--- config.mk ---
export PLATFORM = sky130hd
export DESIGN_NAME = bfa_ctrl
export DESIGN_NICKNAME = d
export VERILOG_FILES = /design/src/bfa_pkg.sv /design/src/bfa_ctrl.sv
export SDC_FILE = /design/constraint.sdc
export NUM_CORES = 1
export LEC_CHECK = 0
export BUFFER_PORTS_ARGS = -buffer_cell sky130_fd_sc_hd__buf_4
export CAP_MARGIN = 5
export CORE_MARGIN = 5
export CORE_UTILIZATION = 49
export DETAILED_ROUTE_END_ITERATION = 7
export GPL_TIMING_DRIVEN = 0
export PLACE_DENSITY = 0.76
export SLEW_MARGIN = 10
export SYNTH_ARGS = -nofsm -noshare
export SYNTH_HDL_FRONTEND = slang
export SYNTH_SLANG_ARGS = --single-unit
--- constraint.sdc ---
create_clock -name clk -period 4.54 [get_ports clk]
set_input_delay 0.454 -clock clk [delete_from_list [all_inputs] [get_ports clk]]
set_output_delay 0.454 -clock clk [all_outputs]
set_load 0.01 [all_outputs]
--- src/bfa_pkg.sv ---
// shared types and constants of the bitmap frame allocator
package bfa_pkg;

  // fixed field widths
  localparam int ADDR_W    = 24;
  localparam int RES_W     = 25;
  localparam int CNT_W     = 13;
  // width of the page divider dividend: holds reserved end plus page size minus one
  localparam int DIV_W     = RES_W + 1;
  // bitmap word geometry
  localparam int WORD_BITS = 32;
  localparam int BIT_SEL_W = 5;

  // request opcodes
  localparam logic [1:0] OP_ALLOC = 2'd0;
  localparam logic [1:0] OP_FREE  = 2'd1;
  localparam logic [1:0] OP_INIT  = 2'd2;
  localparam logic [1:0] OP_NONE  = 2'd3;

  // result status codes
  localparam logic [1:0] ST_OK    = 2'd0;
  localparam logic [1:0] ST_OOM   = 2'd1;
  localparam logic [1:0] ST_RANGE = 2'd2;

  // request beat
  typedef struct packed {
    logic [1:0]        opcode;
    logic [ADDR_W-1:0] free_address;
  } req_t;

  // result beat
  typedef struct packed {
    logic [ADDR_W-1:0] frame_address;
    logic [1:0]        status;
    logic [CNT_W-1:0]  used_frames;
    logic [CNT_W-1:0]  free_frames;
  } resp_t;

  // controller to datapath commands
  typedef struct packed {
    logic       div_go;
    logic       div_init;
    logic       load_n;
    logic       sweep_begin;
    logic       sweep_step;
    logic       init_commit;
    logic       scan_begin;
    logic       scan_read;
    logic       scan_hit;
    logic       scan_next;
    logic       free_read;
    logic       free_apply;
    logic       emit;
    logic       emit_alloc;
    logic [1:0] emit_status;
  } cmd_t;

  // datapath to controller status
  typedef struct packed {
    logic div_done;
    logic free_oor;
    logic hint_full;
    logic scan_found;
    logic scan_last;
  } stat_t;

endpackage

--- src/bfa_ctrl.sv ---
// request sequencer of the bitmap frame allocator
module bfa_ctrl import bfa_pkg::*; (
  input  logic       clk,
  input  logic       rst,
  input  logic       start,
  input  logic [1:0] opcode,
  input  stat_t      stat,
  output cmd_t       cmd,
  output logic       busy
);

  typedef enum logic [8:0] {
    S_CLEAR = 9'b000000001,
    S_IDLE  = 9'b000000010,
    S_A_RD  = 9'b000000100,
    S_A_CHK = 9'b000001000,
    S_DIV_F = 9'b000010000,
    S_F_CHK = 9'b000100000,
    S_DIV_I = 9'b001000000,
    S_SWEEP = 9'b010000000,
    S_RESP  = 9'b100000000
  } state_t;

  state_t     state, state_next;
  logic [1:0] res_status, res_status_next;
  logic       res_alloc, res_alloc_next;

  // next state and commands
  always_comb begin
    state_next      = state;
    res_status_next = res_status;
    res_alloc_next  = res_alloc;
    cmd             = '0;
    unique case (state)
      S_CLEAR: begin
        cmd.sweep_step = 1'b1;
        if (stat.scan_last) begin
          state_next = S_IDLE;
        end
      end
      S_IDLE: begin
        if (start) begin
          res_alloc_next  = 1'b0;
          res_status_next = ST_OK;
          unique case (opcode)
            OP_ALLOC: begin
              if (stat.hint_full) begin
                res_status_next = ST_OOM;
                state_next      = S_RESP;
              end else begin
                cmd.scan_begin = 1'b1;
                state_next     = S_A_RD;
              end
            end
            OP_FREE: begin
              cmd.div_go = 1'b1;
              state_next = S_DIV_F;
            end
            OP_INIT: begin
              cmd.div_go   = 1'b1;
              cmd.div_init = 1'b1;
              state_next   = S_DIV_I;
            end
            OP_NONE: begin
              state_next = S_RESP;
            end
            default: begin
              state_next = S_RESP;
            end
          endcase
        end
      end
      S_A_RD: begin
        cmd.scan_read = 1'b1;
        state_next    = S_A_CHK;
      end
      S_A_CHK: begin
        if (stat.scan_found) begin
          cmd.scan_hit   = 1'b1;
          res_alloc_next = 1'b1;
          state_next     = S_RESP;
        end else if (stat.scan_last) begin
          res_status_next = ST_OOM;
          state_next      = S_RESP;
        end else begin
          cmd.scan_next = 1'b1;
          state_next    = S_A_RD;
        end
      end
      S_DIV_F: begin
        if (stat.div_done) begin
          if (stat.free_oor) begin
            res_status_next = ST_RANGE;
            state_next      = S_RESP;
          end else begin
            cmd.free_read = 1'b1;
            state_next    = S_F_CHK;
          end
        end
      end
      S_F_CHK: begin
        cmd.free_apply = 1'b1;
        state_next     = S_RESP;
      end
      S_DIV_I: begin
        if (stat.div_done) begin
          cmd.load_n      = 1'b1;
          cmd.sweep_begin = 1'b1;
          state_next      = S_SWEEP;
        end
      end
      S_SWEEP: begin
        cmd.sweep_step = 1'b1;
        if (stat.scan_last) begin
          cmd.init_commit = 1'b1;
          state_next      = S_RESP;
        end
      end
      S_RESP: begin
        cmd.emit        = 1'b1;
        cmd.emit_alloc  = res_alloc;
        cmd.emit_status = res_status;
        state_next      = S_IDLE;
      end
      default: begin
        state_next = S_IDLE;
      end
    endcase
  end

  // state registers
  always_ff @(posedge clk) begin
    if (rst) begin
      state      <= S_CLEAR;
      res_status <= ST_OK;
      res_alloc  <= 1'b0;
    end else begin
      state      <= state_next;
      res_status <= res_status_next;
      res_alloc  <= res_alloc_next;
    end
  end

  assign busy = (state != S_IDLE);

endmodule
# Word level (Yosys, flattened, before mapping)
# Cells that the tools add are included.
# totals
ff_bits,12
elab_cells,78
# op_classes
n_eq_ne,22
n_mux,45
reduce_logical,8
# op_table
cell,count
2-to-1 mux 9 bit,9
one-hot mux 9 bit (8 select lines),1
one-hot mux 9 bit (4 select lines),1
2-to-1 mux 1 bit,21
2-to-1 mux 2 bit,10
"!= test 2 bit, second input constant",9
"== test 9 x 1 -> 1 bit, second input constant",1
"== test 9 x 2 -> 1 bit, second input constant",1
"== test 9 x 3 -> 1 bit, second input constant",1
"== test 9 x 4 -> 1 bit, second input constant",1
"== test 9 x 5 -> 1 bit, second input constant",1
"== test 9 x 6 -> 1 bit, second input constant",1
"== test 9 x 7 -> 1 bit, second input constant",1
"== test 9 x 8 -> 1 bit, second input constant",1
"== test 9 bit, second input constant",1
"!= test 9 x 2 -> 1 bit, second input constant",1
one-hot mux 2 bit (3 select lines),1
AND reduction 6 bit,1
AND reduction 5 bit,1
"== test 2 bit, second input constant",2
2-to-1 mux 4 bit,1
OR reduction 2 bit,2
AND reduction 3 bit,1
nonzero test 3 bit,1
other kinds (4),4

# Logic depth before layout (Yosys ltp)
# logic_depth
depth_word,5
mapped_depth,7
mapped_depth_nobuf,5

# Worst setup path after synthesis
# No wires, ideal clock.
# synth_path
path_kind,register -> output
startpoint,register state[3]
endpoint,output port cmd[0] in the netlist's numbering
t_arrival_ns,1.436
required_time_ns,4.086
slack_ns,2.650
stages_incl_launch_ff,6
path_cell_list,dfxtp_1 buf_6 nor3_2 nand3_1 nor3b_1 and2_1
# synth_lines
item,line,rtl
"start, declared",bfa_ctrl.sv:24,"state_t state, state_next;"
"start signal, assigned",bfa_ctrl.sv:138,state <= state_next;
"end, declared",bfa_ctrl.sv:8,"output cmd_t cmd,"

==> flow_summary.json <==
{
  "outcome": "completed",
  "die_height_um": 53.59,
  "vias_per_cell": 5.558,
  "timing.hold.ws_ns": 0.3744,
  "ctsHtreeMaxLevel": 1,
  "instances_no_fill": 165,
  "final_util_pct": 67.66,
  "fmax_mhz": 411.0,
  "clkTransAtPathRegs_ns": 0.09,
  "rr_startpoint": "state[4]",
  "crit_path_cell_trace": "clkbuf_1 -> nor3_2 -> nand3_1 -> nor3b_1 -> and2_1 -> buf_4",
  "diodes": 0,
  "grt_overflow": 0,
  "reg2reg_depth": 6,
  "finalCritPeriodShare_pct": 53.59,
  "cts-buffers-inserted": 3,
  "clock-root-buffer": "clkbuf_4",
  "avgSynthCellArea_um2": 8.463,
  "dp_hpwl_um": 1952,
  "wl_per_cell_um": 14.82,
  "synth_edf_count": 0,
  "fin_crit_ns": 2.433,
  "initial_core_util_pct": 52.77,
  "regToRegEndpoint": "state[4]",
  "cp_max_fo": 7,
  "async_reset_ff_share_pct": 0,
  "place_area_um2": 1157,
  "fin_area_um2": 1194,
  "grt_pass1_wl_um": 3960,
  "wl_um": 2445,
  "yosysSeqAreaShare_pct": 25.81,
  "crit_type": "reg -> out",
  "port_buffers": 26,
  "grt_max_degree": 11,
  "finalPower_mw": 0.2712,
  "slew_headroom_pct": 65.64,
  "cp-start-kind": "register",
  "final-hold-violation-count": 0,
  "ctsHoldBuffers": 0,
  "die_w_um": 53.59,
  "maxCapViolations": 0,
  "hold_class": "in -> reg",
  "syn_area_um2": 930.9,
  "syn_inst": 110,
  "cts_tree": "yes",
  "min_to": "state[5]",
  "initialDrtViolationCount": 21,
  "area_growth_pct": 28.23,
  "yosys_warnings": 0,
  "peakVddDrop_uv": 163.4,
  "slowest_delay_ns": 0.48,
  "powerDensity_nw_per_um2": 227.2,
  "synth_nets": 125,
  "final_common_cell": "buf_4",
  "synth_flop_cell": "dfxtp_1",
  "clock_path_buffers": 2,
  "dp_cells": 161,
  "clk_latency_ns": 0.28,
  "p_leak_nw": 0.5577,
  "min_from": "stat[3]",
  "ios": 27,
  "r2r_slack_ns": 2.86,
  "nets": 156,
  "cts_sinks": 12,
  "cts_resized": 0,
  "worstPathRequired_ns": 4.09,
  "antenna_found_initial": 0,
  "end_kind": "output pin",
  "setup_violations": 0,
  "rsz0062_at_grt": "no",
  "gp_congestion": 0.8914,
  "core_area_um2": 1764,
  "min_path_cells": 2,
  "die_area_um2": 2871,
  "cpMaxStageDelayCell": "nor3b_1",
  "drc": 0,
  "drive_gt1_share_pct": 31.43,
  "yosysUniqueCellTypes": 45,
  "finClkSkew_ns": 0.0004159,
  "worstPathArrival_ns": 1.98,
  "place_worst_setup_slack_ns": 2.427,
  "worst_pin_slew_ns": 0.5143,
  "postCtsSetupBuffers": 0,
  "setup_tns_ns": 0,
  "drtAntennaViolNets": 0,
  "fillerInstances": 177,
  "core.rowCount": 15,
  "ys_ff_latch": 12,
  "grt_pass1_vias": 883,
  "vias": 917,
  "layout_setup_ws_ns": 2.107,
  "slew_violations": 0,
  "drtPass1Iterations": 4,
  "grt.total_usage_pct": 18.99,
  "final_cell_mix": "buf_4 (28), nor2_1 (12), dfxtp_1 (12)"
}
-- state kept, by name, indices dropped and copies added, names as in the netlist --
signal and flops:
res_status 2, res_alloc 1, state 9
-- cell type report --
cell class | count | area (um^2) | area share [%]
flip-flops and latches | 12 | 240.2 | 20.13
well taps | 25 | 31.28 | 2.621
clock buffers | 4 | 36.28 | 3.040
repair buffers | 26 | 195.2 | 16.35
multi-input cells | 83 | 604.3 | 50.63
plain buffers | 6 | 52.55 | 4.403
inverters | 9 | 33.78 | 2.830
-- power breakdown --
part | switching (mW) | internal [mW] | total, mW
combinational | 0.0367 | 0.0311 | 0.0678
sequential | 0.00367 | 0.109 | 0.113
clock | 0.0418 | 0.0488 | 0.0906
total | 0.0822 | 0.189 | 0.271
-- how the worst max path moves through the flow --
| stage | startpoint | end | slack [ns] | cells past startpoint |
|---|---|---|---|---|
| 6_report | state[0] | cmd[2] | 2.11 | 6 |
| 5_1_grt | state[0] | cmd[1] | 1.96 | 6 |
| 4_1_cts | state[0] | cmd[2] | 2.10 | 6 |
| 3_5_place_dp | state[0] | cmd[2] | 2.43 | 6 |
| 3_3_place_gp | state[0] | cmd[2] | 2.45 | 6 |
| 2_1_floorplan | state[3] | cmd[0] | 2.65 | 5 |
-- worst max-delay path: cells and delay by family, from the launching register on --
| kind | cells | cell delay [ns] |
|---|---|---|
| simple gates | 4 | 1.09 |
| flops | 1 | 0.31 |
| buf+inv | 2 | 0.30 |
-- cell families (layout without fill, tap and decap cells) --
logic type	count (synthesis)	after routing	share of synthesized area, %
and+or+nand+nor	54	54	38.84
AOI/OAI and AO/OA	20	20	15.46
buffers and inverters	15	45	9.273
DFF	12	12	25.81
adders and majority gates	5	5	6.720
xor gates and xnor gates	3	3	2.823
muxes	1	1	1.075
-- synth_stat cells (2+ instances only) --
cell	instances	area, um^2
o22ai_1	2	12.51
ha_1	5	62.56
nand3_1	5	25.02
nor3_1	3	15.01
buf_4	2	15.01
nand2_1	6	22.52
xor2_1	2	17.52
nand4_1	2	12.51
inv_1	8	30.03
nor4_4	2	42.54
a21oi_1	2	10.01
buf_6	3	33.78
nor2_1	12	45.04
dfxtp_1	12	240.2
and2_1	4	25.02
nand4b_1	2	17.52
and3_1	2	12.51
a31oi_1	4	25.02
and4_1	3	26.28
and4b_1	2	20.02
nor3b_1	3	22.52
-- metal layers --
metal  up-vias  routed length (um)  global-route usage [%]
met4         0                  28                   10.21
li1        463                   -                       -
met5         -                   0                       0
met1       422                1080                   23.78
met2        28                1213                   31.43
met3         4                 123                   2.493
Note: power is estimated with default switching activity, not from simulation.
